$ cat config.mk
export PLATFORM = sky130hd
export DESIGN_NAME = sha1_hash_engine
export DESIGN_NICKNAME = d
export VERILOG_FILES = /design/src/hdl/sha1_pkg.sv /design/src/hdl/sha1_front.sv /design/src/hdl/sha1_opq.sv /design/src/hdl/sha1_back.sv /design/src/hdl/sha1_hash_engine.sv
export SDC_FILE = /design/constraint.sdc
export NUM_CORES = 2
export LEC_CHECK = 0
export BUFFER_PORTS_ARGS = -buffer_cell sky130_fd_sc_hd__buf_2
export CAP_MARGIN = 25
export CORE_MARGIN = 4
export CORE_UTILIZATION = 43
export DETAILED_ROUTE_END_ITERATION = 7
export PLACE_DENSITY = 0.7
export SETUP_SLACK_MARGIN = 0.5
export SYNTH_ARGS = -nofsm -noshare
export SYNTH_HDL_FRONTEND = slang
export SYNTH_HIERARCHICAL = 1
export SYNTH_SLANG_ARGS = --single-unit
$ cat constraint.sdc
create_clock -name clk_i -period 5.2 [get_ports clk_i]
set_input_delay 1.04 -clock clk_i [delete_from_list [all_inputs] [get_ports clk_i]]
set_output_delay 1.04 -clock clk_i [all_outputs]
set_load 0.1 [all_outputs]
$ cat src/hdl/sha1_pkg.sv
// Shared types and constants for the SHA-1 hash engine.
// Used by every module of the block; depends on nothing.
`default_nettype none

package sha1_pkg;

  // Depth of the operation queue between the front and the back.
  localparam int unsigned OPQ_DEPTH = 4;
  localparam int unsigned OPQ_AW    = $clog2(OPQ_DEPTH);

  localparam logic [4:0][31:0] SHA1_IV = {
    32'hc3d2e1f0, 32'h10325476, 32'h98badcfe, 32'hefcdab89, 32'h67452301
  };

  localparam logic [31:0] K_R0 = 32'h5a827999;
  localparam logic [31:0] K_R1 = 32'h6ed9eba1;
  localparam logic [31:0] K_R2 = 32'h8f1bbcdc;
  localparam logic [31:0] K_R3 = 32'hca62c1d6;

  localparam logic [7:0]  PAD_BYTE  = 8'h80;
  localparam logic [6:0]  LAST_ROUND = 7'd79;
  localparam logic [5:0]  LEN_POS    = 6'd56;
  localparam logic [5:0]  LAST_POS   = 6'd63;
  localparam logic [2:0]  LAST_WORD_IDX = 3'd4;

  typedef struct packed {
    logic [7:0] message_byte;
    logic       byte_present;
    logic       last_byte;
  } in_item_t;

  typedef struct packed {
    logic [31:0] digest_word;
    logic [2:0]  word_index;
    logic        last_word;
  } out_item_t;

  typedef enum logic [1:0] {
    OP_BYTE,
    OP_BYTE_FIN,
    OP_FIN
  } op_e;

  typedef struct packed {
    op_e        kind;
    logic [7:0] data;
  } op_t;

  typedef enum logic [2:0] {
    BK_IDLE,
    BK_PAD,
    BK_ROUND,
    BK_ADD,
    BK_OUT
  } bk_state_e;

endpackage

`default_nettype wire

$ cat src/hdl/sha1_front.sv
// Front end: takes input transactions, classifies them and holds one operation.
// Depends on sha1_pkg.
`default_nettype none

module sha1_front import sha1_pkg::*; (
  input  wire logic     clk_i,
  input  wire logic     rst_ni,
  input  wire logic     push,
  output logic          full,
  input  wire in_item_t in_data_i,
  output logic          enq_o,
  output op_t           enq_op_o,
  input  wire logic     q_full_i
);

  logic fr_valid_q, fr_valid_d;
  op_t  fr_op_q, fr_op_d;
  logic accept, keep;
  op_t  cls_op;

  // items with neither a byte nor the last flag do nothing and are dropped
  assign keep = in_data_i.byte_present | in_data_i.last_byte;

  always_comb begin
    cls_op.data = in_data_i.message_byte;
    if (!in_data_i.last_byte) begin
      cls_op.kind = OP_BYTE;
    end else if (in_data_i.byte_present) begin
      cls_op.kind = OP_BYTE_FIN;
    end else begin
      cls_op.kind = OP_FIN;
    end
  end

  assign full     = fr_valid_q & q_full_i;
  assign accept   = push & ~full;
  assign enq_o    = fr_valid_q & ~q_full_i;
  assign enq_op_o = fr_op_q;

  always_comb begin
    fr_op_d    = fr_op_q;
    fr_valid_d = fr_valid_q & q_full_i;
    if (accept) begin
      fr_valid_d = keep;
      fr_op_d    = cls_op;
    end
  end

  always_ff @(posedge clk_i or negedge rst_ni) begin
    if (!rst_ni) begin
      fr_valid_q <= 1'b0;
    end else begin
      fr_valid_q <= fr_valid_d;
    end
  end

  always_ff @(posedge clk_i) begin
    fr_op_q <= fr_op_d;
  end

endmodule

`default_nettype wire

$ cat src/hdl/sha1_opq.sv
// Short operation queue between the front and the back end.
// Depends on sha1_pkg.
`default_nettype none

module sha1_opq import sha1_pkg::*; (
  input  wire logic clk_i,
  input  wire logic rst_ni,
  input  wire logic push_i,
  input  wire op_t  op_i,
  output logic      full_o,
  output logic      valid_o,
  output op_t       op_o,
  input  wire logic pop_i
);

  op_t                mem_q [OPQ_DEPTH];
  logic [OPQ_AW-1:0]  wr_ptr_q, wr_ptr_d, rd_ptr_q, rd_ptr_d;
  logic [OPQ_AW:0]    count_q, count_d;
  logic               do_push, do_pop;

  assign full_o  = (count_q == (OPQ_AW+1)'(OPQ_DEPTH));
  assign valid_o = (count_q != '0);
  assign op_o    = mem_q[rd_ptr_q];
  assign do_push = push_i & ~full_o;
  assign do_pop  = pop_i & valid_o;

  always_comb begin
    wr_ptr_d = do_push ? wr_ptr_q + 1'b1 : wr_ptr_q;
    rd_ptr_d = do_pop ? rd_ptr_q + 1'b1 : rd_ptr_q;
    count_d  = count_q;
    if (do_push && !do_pop) begin
      count_d = count_q + 1'b1;
    end else if (do_pop && !do_push) begin
      count_d = count_q - 1'b1;
    end
  end

  always_ff @(posedge clk_i or negedge rst_ni) begin
    if (!rst_ni) begin
      wr_ptr_q <= '0;
      rd_ptr_q <= '0;
      count_q  <= '0;
    end else begin
      wr_ptr_q <= wr_ptr_d;
      rd_ptr_q <= rd_ptr_d;
      count_q  <= count_d;
    end
  end

  always_ff @(posedge clk_i) begin
    if (do_push) begin
      mem_q[wr_ptr_q] <= op_i;
    end
  end

endmodule

`default_nettype wire

$ cat src/hdl/sha1_back.sv
// Back end: byte packing, padding, 80-round compression and digest output.
// Depends on sha1_pkg.
`default_nettype none

module sha1_back import sha1_pkg::*; (
  input  wire logic  clk_i,
  input  wire logic  rst_ni,
  input  wire logic  q_valid_i,
  input  wire op_t   q_op_i,
  output logic       q_pop_o,
  output logic       empty,
  input  wire logic  pop,
  output out_item_t  out_data_o
);

  bk_state_e        state_q, state_d;
  logic [4:0][31:0] cv_q, cv_d;
  logic [4:0][31:0] wv_q, wv_d;
  logic [15:0][31:0] win_q, win_d;
  logic [63:0]      bit_len_q, bit_len_d;
  logic [5:0]       pos_q, pos_d;
  logic [6:0]       round_q, round_d;
  logic [2:0]       out_idx_q, out_idx_d;
  logic             fin_q, fin_d, pad80_q, pad80_d, len_q, len_d;

  logic        wr_en;
  logic [7:0]  wr_byte, len_byte;
  logic        len_now, take_op, out_done;
  logic [31:0] f_val, k_val, tmp, w_new;
  logic [31:0] b, c, d;

  assign take_op  = (state_q == BK_IDLE) && q_valid_i;
  assign q_pop_o  = take_op;
  assign len_now  = len_q || (pos_q == LEN_POS);
  assign len_byte = bit_len_q[{~pos_q[2:0], 3'b000} +: 8];
  assign out_done = (state_q == BK_OUT) && pop && (out_idx_q == LAST_WORD_IDX);

  // next state
  always_comb begin
    state_d = state_q;
    case (state_q)
      BK_IDLE: begin
        if (q_valid_i) begin
          case (q_op_i.kind)
            OP_BYTE:     state_d = (pos_q == LAST_POS) ? BK_ROUND : BK_IDLE;
            OP_BYTE_FIN: state_d = (pos_q == LAST_POS) ? BK_ROUND : BK_PAD;
            OP_FIN:      state_d = BK_PAD;
            default:     state_d = BK_IDLE;
          endcase
        end
      end
      BK_PAD: begin
        if (pos_q == LAST_POS) begin
          state_d = BK_ROUND;
        end
      end
      BK_ROUND: begin
        if (round_q == LAST_ROUND) begin
          state_d = BK_ADD;
        end
      end
      BK_ADD: begin
        if (!fin_q) begin
          state_d = BK_IDLE;
        end else if (len_q) begin
          state_d = BK_OUT;
        end else begin
          state_d = BK_PAD;
        end
      end
      BK_OUT: begin
        if (out_done) begin
          state_d = BK_IDLE;
        end
      end
      default: state_d = BK_IDLE;
    endcase
  end

  // round function
  assign b = wv_q[1];
  assign c = wv_q[2];
  assign d = wv_q[3];

  always_comb begin
    if (round_q < 7'd20) begin
      f_val = (b & c) | (~b & d);
      k_val = K_R0;
    end else if (round_q < 7'd40) begin
      f_val = b ^ c ^ d;
      k_val = K_R1;
    end else if (round_q < 7'd60) begin
      f_val = (b & c) | (b & d) | (c & d);
      k_val = K_R2;
    end else begin
      f_val = b ^ c ^ d;
      k_val = K_R3;
    end
  end

  assign tmp   = {wv_q[0][26:0], wv_q[0][31:27]} + f_val + wv_q[4] + k_val + win_q[0];
  assign w_new = win_q[13] ^ win_q[8] ^ win_q[2] ^ win_q[0];

  // outputs and datapath
  always_comb begin
    wr_en     = 1'b0;
    wr_byte   = '0;
    cv_d      = cv_q;
    wv_d      = wv_q;
    win_d     = win_q;
    bit_len_d = bit_len_q;
    pos_d     = pos_q;
    round_d   = round_q;
    out_idx_d = out_idx_q;
    fin_d     = fin_q;
    pad80_d   = pad80_q;
    len_d     = len_q;

    case (state_q)
      BK_IDLE: begin
        if (q_valid_i) begin
          if (q_op_i.kind != OP_BYTE) begin
            fin_d   = 1'b1;
            pad80_d = 1'b0;
            len_d   = 1'b0;
          end
          if (q_op_i.kind != OP_FIN) begin
            wr_en     = 1'b1;
            wr_byte   = q_op_i.data;
            bit_len_d = bit_len_q + 64'd8;
          end
        end
      end
      BK_PAD: begin
        wr_en = 1'b1;
        if (!pad80_q) begin
          wr_byte = PAD_BYTE;
          pad80_d = 1'b1;
        end else if (len_now) begin
          wr_byte = len_byte;
          len_d   = 1'b1;
        end else begin
          wr_byte = '0;
        end
      end
      BK_ROUND: begin
        wv_d[4] = d;
        wv_d[3] = c;
        wv_d[2] = {b[1:0], b[31:2]};
        wv_d[1] = wv_q[0];
        wv_d[0] = tmp;
        for (int i = 0; i < 15; i++) begin
          win_d[i] = win_q[i+1];
        end
        win_d[15] = {w_new[30:0], w_new[31]};
        round_d   = round_q + 1'b1;
      end
      BK_ADD: begin
        for (int i = 0; i < 5; i++) begin
          cv_d[i] = cv_q[i] + wv_q[i];
        end
      end
      BK_OUT: begin
        if (pop) begin
          out_idx_d = out_idx_q + 1'b1;
          if (out_idx_q == LAST_WORD_IDX) begin
            out_idx_d = '0;
            cv_d      = SHA1_IV;
            bit_len_d = '0;
            pos_d     = '0;
            fin_d     = 1'b0;
            len_d     = 1'b0;
          end
        end
      end
      default: ;
    endcase

    if (wr_en) begin
      win_d[pos_q[5:2]][{~pos_q[1:0], 3'b000} +: 8] = wr_byte;
      pos_d = pos_q + 1'b1;
      if (pos_q == LAST_POS) begin
        // block complete: load working variables for the first round
        wv_d    = cv_q;
        round_d = '0;
      end
    end
  end

  assign empty                  = (state_q != BK_OUT);
  assign out_data_o.digest_word = cv_q[out_idx_q];
  assign out_data_o.word_index  = out_idx_q;
  assign out_data_o.last_word   = (out_idx_q == LAST_WORD_IDX);

  always_ff @(posedge clk_i or negedge rst_ni) begin
    if (!rst_ni) begin
      state_q   <= BK_IDLE;
      cv_q      <= SHA1_IV;
      bit_len_q <= '0;
      pos_q     <= '0;
      round_q   <= '0;
      out_idx_q <= '0;
      fin_q     <= 1'b0;
      pad80_q   <= 1'b0;
      len_q     <= 1'b0;
    end else begin
      state_q   <= state_d;
      cv_q      <= cv_d;
      bit_len_q <= bit_len_d;
      pos_q     <= pos_d;
      round_q   <= round_d;
      out_idx_q <= out_idx_d;
      fin_q     <= fin_d;
      pad80_q   <= pad80_d;
      len_q     <= len_d;
    end
  end

  always_ff @(posedge clk_i) begin
    wv_q  <= wv_d;
    win_q <= win_d;
  end

`ifndef SYNTHESIS
  a_out_idx_range: assert property (@(posedge clk_i) disable iff (!rst_ni)
    (state_q == BK_OUT) |-> (out_idx_q <= LAST_WORD_IDX))
    else $error("digest word index out of range");

  a_round_start_aligned: assert property (@(posedge clk_i) disable iff (!rst_ni)
    (state_q == BK_ROUND && round_q == '0) |-> (pos_q == '0))
    else $error("compression started mid-block");

  a_last_round_add: assert property (@(posedge clk_i) disable iff (!rst_ni)
    (state_q == BK_ROUND && round_q == LAST_ROUND) |=> (state_q == BK_ADD))
    else $error("missing chaining add after last round");

  a_digest_restart: assert property (@(posedge clk_i) disable iff (!rst_ni)
    out_done |=> (state_q == BK_IDLE && bit_len_q == '0 && pos_q == '0 && cv_q == SHA1_IV))
    else $error("engine not restored after digest");
`endif

endmodule

`default_nettype wire

$ cat src/hdl/sha1_hash_engine.sv
// Top level of the SHA-1 hash engine: front end, operation queue, back end.
// Depends on sha1_pkg, sha1_front, sha1_opq and sha1_back.
//
//   channel   direction  handshake           payload
//   input     in         push / full         in_data_i  (in_item_t)
//   result    out        empty / pop         out_data_o (out_item_t)
//
// The back end takes a message byte whenever it is idle; every 64th byte starts the
// compression, 80 rounds plus one chaining add, during which no byte is taken,
// so the byte rate is set by the one-round-per-cycle loop.
// Finishing pads one byte a cycle (9 to 72 bytes, up to two compressions),
// then the five digest words wait in the back end until popped.
// Reset (asynchronous, active low) restores the initial chaining values.
// The front register and the four-entry queue keep taking transactions, until the
// queue fills, while the back end compresses or holds a digest.
`default_nettype none

module sha1_hash_engine import sha1_pkg::*; (
  input  wire logic     clk_i,
  input  wire logic     rst_ni,
  input  wire logic     push,
  output logic          full,
  input  wire in_item_t in_data_i,
  output logic          empty,
  input  wire logic     pop,
  output out_item_t     out_data_o
);

  logic enq, q_full, q_valid, q_pop;
  op_t  enq_op, q_op;

  // classify and register incoming transactions
  sha1_front u_front (
    .clk_i     (clk_i),
    .rst_ni    (rst_ni),
    .push      (push),
    .full      (full),
    .in_data_i (in_data_i),
    .enq_o     (enq),
    .enq_op_o  (enq_op),
    .q_full_i  (q_full)
  );

  // decouples the front from the long compression stalls
  sha1_opq u_opq (
    .clk_i   (clk_i),
    .rst_ni  (rst_ni),
    .push_i  (enq),
    .op_i    (enq_op),
    .full_o  (q_full),
    .valid_o (q_valid),
    .op_o    (q_op),
    .pop_i   (q_pop)
  );

  // packing, padding, compression and digest delivery
  sha1_back u_back (
    .clk_i      (clk_i),
    .rst_ni     (rst_ni),
    .q_valid_i  (q_valid),
    .q_op_i     (q_op),
    .q_pop_o    (q_pop),
    .empty      (empty),
    .pop        (pop),
    .out_data_o (out_data_o)
  );

endmodule

`default_nettype wire

==> impl_metrics.yaml <==
detailed_routing:
  ant_nets: 0
  dr.pass1.iters: 8
  drc: 5
  routed_wl_um: 166000
  avgRoutedWirePerCell_um: 19.7
  dr.first_iter.drc_count: 5297
  viasPerCell: 5.74
  vias: 48500
placement:
  io_buffer_count: 51
  dpl_worst_slack_ns: -0.520
  placedCellCount: 8219
  gp_congestion: 0.965
  hpwl_um: 114000
  dpl_cell_area_mm2: 0.0569
worst_setup_path:
  critPathKind: "flip-flop to flip-flop"
  r2r-start: "u_back/round_q[2]"
  rr_endpoint: "u_back/wv_q[29]"
  required_ns: 5.86
  start_kind: "flip-flop"
  path_max_fanout: 8
  cp-end-kind: "flip-flop"
  rr_worst_depth: 23
  r2r_slack_ns: -0.15
  cp_data_arrival_time_ns: 6.01
layout:
  fillCellCount: 11800
  design_area_mm2: 0.0612
  fin_nets: 7056
  area_delta_synth_final_pct: 11.7
  finalNonFillerCells: 8451
  drive_above_1_share_pct: 9.78
floorplan:
  die_h_um: 365
  pin_count: 52
  initial_core_util_pct: 43.5
  coreArea_mm2: 0.126
  rows: 130
  dieArea_mm2: 0.133
  die_x_um: 365
yosys:
  async_flop_share_pct: 25.8
  ys.flop_type: "dfxtp_1"
  synth.net_count: 7156
  netlist_area_mm2: 0.0548
  synth_edf_count: 50
  synth_warnings: 6
  ys_seq_area_share_pct: 38.9
  netlist_instances: 6810
  ys_seq_elements: 973
  synth.avg_cell_area_um2: 8.05
  synth.distinct_cells: 99
timing:
  fmax_mhz: 187
  maxSlewHeadroom_pct: 28.8
  report.final.slew_viol_count: 0
  period_minus_slack_ns: 5.35
  rsz0062_at_grt: "yes"
  period_share_pct: 103
  finalSetupViolCount: 3
  holdWs_ns: 0.322
  skew_ns: 0.0592
  setup_slack_ns: -0.150
  finalHoldViolCount: 0
  worst_pin_slew_ns: 1.06
cts:
  numCtsBuffers: 104
  clockRootBuffer: "clkbuf_16"
  htreeDepth: 3
  tritoncts: "yes"
  clk_pin_slew_worst_paths_ns: 0.06
  holdBufCountCts: 0
  cts_buffer_depth: 3
  clock_sinks: 973
  clock_latency_ns: 0.73
status:
  status: "finished with violations"
  violations: "DRC, setup timing"
global_routing:
  antenna_found_initial: 3
  grt_pass1_vias: 45000
  track_usage_pct: 24.2
  grt_max_degree: 159
  grt_overflow_total: 0
  grt_pass1_wl_um: 258000
hold_path:
  min_path_type: "input port to async pin"
run:
  maxCapViolations: 0
==> timing repair <==
| item | in CTS | in global routing |
|---|---|---|
| gates resized for setup | 45 | 62 |
| setup endpoints to repair | 22 | 21 |
| gates cloned | 1 | 0 |
| pin swaps | 24 | 29 |
| setup buffers | 17 | 17 |
==> cells by family after synthesis <==
family | count (synthesis) | share of synthesized area [%]
AO/OA/AOI/OAI | 1529 | 17.1
flip-flops | 973 | 38.9
multiplexers | 128 | 3.68
XOR/XNOR | 304 | 4.86
adder cells (fa/ha/maj) | 332 | 9.30
buffers and inverters | 688 | 4.75
AND/OR/NAND/NOR | 2856 | 21.4
==> cell usage in the layout, fill, tap and decap left out, types with 15 or more instances in the layout <==
| cell | instances |
|---|---|
| nor2b_1 | 30 |
| a21o_1 | 85 |
| o21a_1 | 24 |
| ha_1 | 193 |
| nand2_1 | 1546 |
| clkbuf_1 | 30 |
| mux2_2 | 35 |
| dfxtp_1 | 672 |
| edfxtp_1 | 50 |
| fa_1 | 125 |
| nand3_1 | 100 |
| and3_1 | 39 |
| buf_4 | 133 |
| o21bai_1 | 20 |
| o211ai_1 | 15 |
| a211oi_1 | 23 |
| mux4_2 | 55 |
| or3_1 | 25 |
| inv_1 | 255 |
| nor2_1 | 860 |
| nand4_1 | 29 |
| and2_1 | 48 |
| o21ai_0 | 248 |
| o21ai_1 | 68 |
| dfrtp_1 | 170 |
| nand2b_1 | 46 |
| a31oi_1 | 629 |
| buf_12 | 17 |
| clkbuf_16 | 105 |
| xor2_1 | 119 |
| xnor2_1 | 182 |
| dfstp_2 | 80 |
| mux2i_1 | 37 |
| buf_2 | 51 |
| clkbuf_8 | 33 |
| a21oi_1 | 256 |
| nor3_1 | 58 |
| o31ai_1 | 23 |
==> registers in the layout (all words and copies together) (netlist names), 6 cells and up <==
| register | count |
|---|---|
| u_opq/mem_q | 40 |
| u_back/win_q | 512 |
| u_back/b | 32 |
| u_back/c | 32 |
| u_back/d | 32 |
| u_back/round_q | 7 |
| u_front/enq_op_o | 10 |
| u_back/cv_q | 160 |
| u_back/bit_len_q | 61 |
| u_back/wv_q | 64 |
| u_back/pos_q | 6 |
==> metal layers <==
layer | GRT usage, % | wire length, um | share of wire, %
met1 | 33.6 | 71600 | 43
met2 | 37.2 | 73600 | 44
met3 | 4.61 | 13900 | 8.3
met4 | 9.87 | 7100 | 4.3
met5 | 0 | 0 | 0
==> worst max-delay path, stage by stage (launching register included) <==
cell and delay, ns:
dfrtp_1 0.40, buf_6 0.12, and3_4 0.18, nor3_4 0.22, nor2_4 0.14, buf_6 0.15
buf_4 0.12, a221o_1 0.36, fa_1 0.56, inv_1 0.06, fa_1 0.51, inv_1 0.07
ha_4 0.22, and4_1 0.19, nand4bb_1 0.13, nand4_1 0.10, buf_4 0.18, a2111oi_4 0.29
or3_4 0.21, o21ai_4 0.06, a311o_1 0.39, a2111oi_2 0.37, a21oi_1 0.08, a31oi_1 0.16
==> through the flow <==
stage / utilization, % / setup TNS, ns
detailed placement: 45.1 / -1.74
global route: 48.6 / -1.40
CTS: 48.2 / -0.341
floorplan: - / 0
global placement: 45.1 / -0.844
finish: 48.6 / -0.296
==> layout make-up <==
type / count / area [um2] / share of cell area, %
Antenna cell: 1 / 2.50 / 0.00409
Multi-Input combinational cell: 5149 / 31400 / 51.2
Timing Repair Buffer: 220 / 1860 / 3.05
Clock inverter: 28 / 397 / 0.648
Tap cell: 1650 / 2060 / 3.37
Inverter: 262 / 987 / 1.61
Sequential cell: 973 / 21300 / 34.9
Clock buffer: 168 / 3190 / 5.22
==> worst max-delay path by stage <==
stage / startpoint / end / slack (ns)
floorplan: u_back/round_q[3] / u_back/wv_q[29] / 0.26
global placement: u_back/round_q[4] / u_back/wv_q[29] / -0.36
detailed placement: u_back/round_q[4] / u_back/wv_q[29] / -0.52
CTS: u_back/round_q[2] / u_back/wv_q[31] / -0.17
global route: u_back/round_q[2] / u_back/wv_q[29] / -0.32
finish: u_back/round_q[2] / u_back/wv_q[29] / -0.15
==> Yosys cell counts (29+ instances only) <==
master,count,area share (%)
dfstp_2,80,3.8
nand4_1,29,0.33
dfrtp_1,171,7.8
clkbuf_1,387,2.6
nor3_1,59,0.54
o21ai_0,296,2.7
ha_1,206,4.7
dfxtp_1,672,25
fa_1,126,4.6
inv_1,261,1.8
mux4_2,55,2.3
mux2i_1,37,0.68
nand2b_1,46,0.52
and2_1,51,0.58
nand3_1,100,0.91
a21o_1,85,1.2
xnor2_1,185,3.0
a31oi_1,630,7.2
mux2_2,35,0.72
a21oi_1,269,2.5
nor2b_1,32,0.37
edfxtp_1,50,2.7
and3_1,40,0.46
nor2_1,866,5.9
nand2_1,1550,11
xor2_1,119,1.9
Power is not shown: default switching activity piles up to over one toggle a cycle in this logic, so the estimate is an artifact.
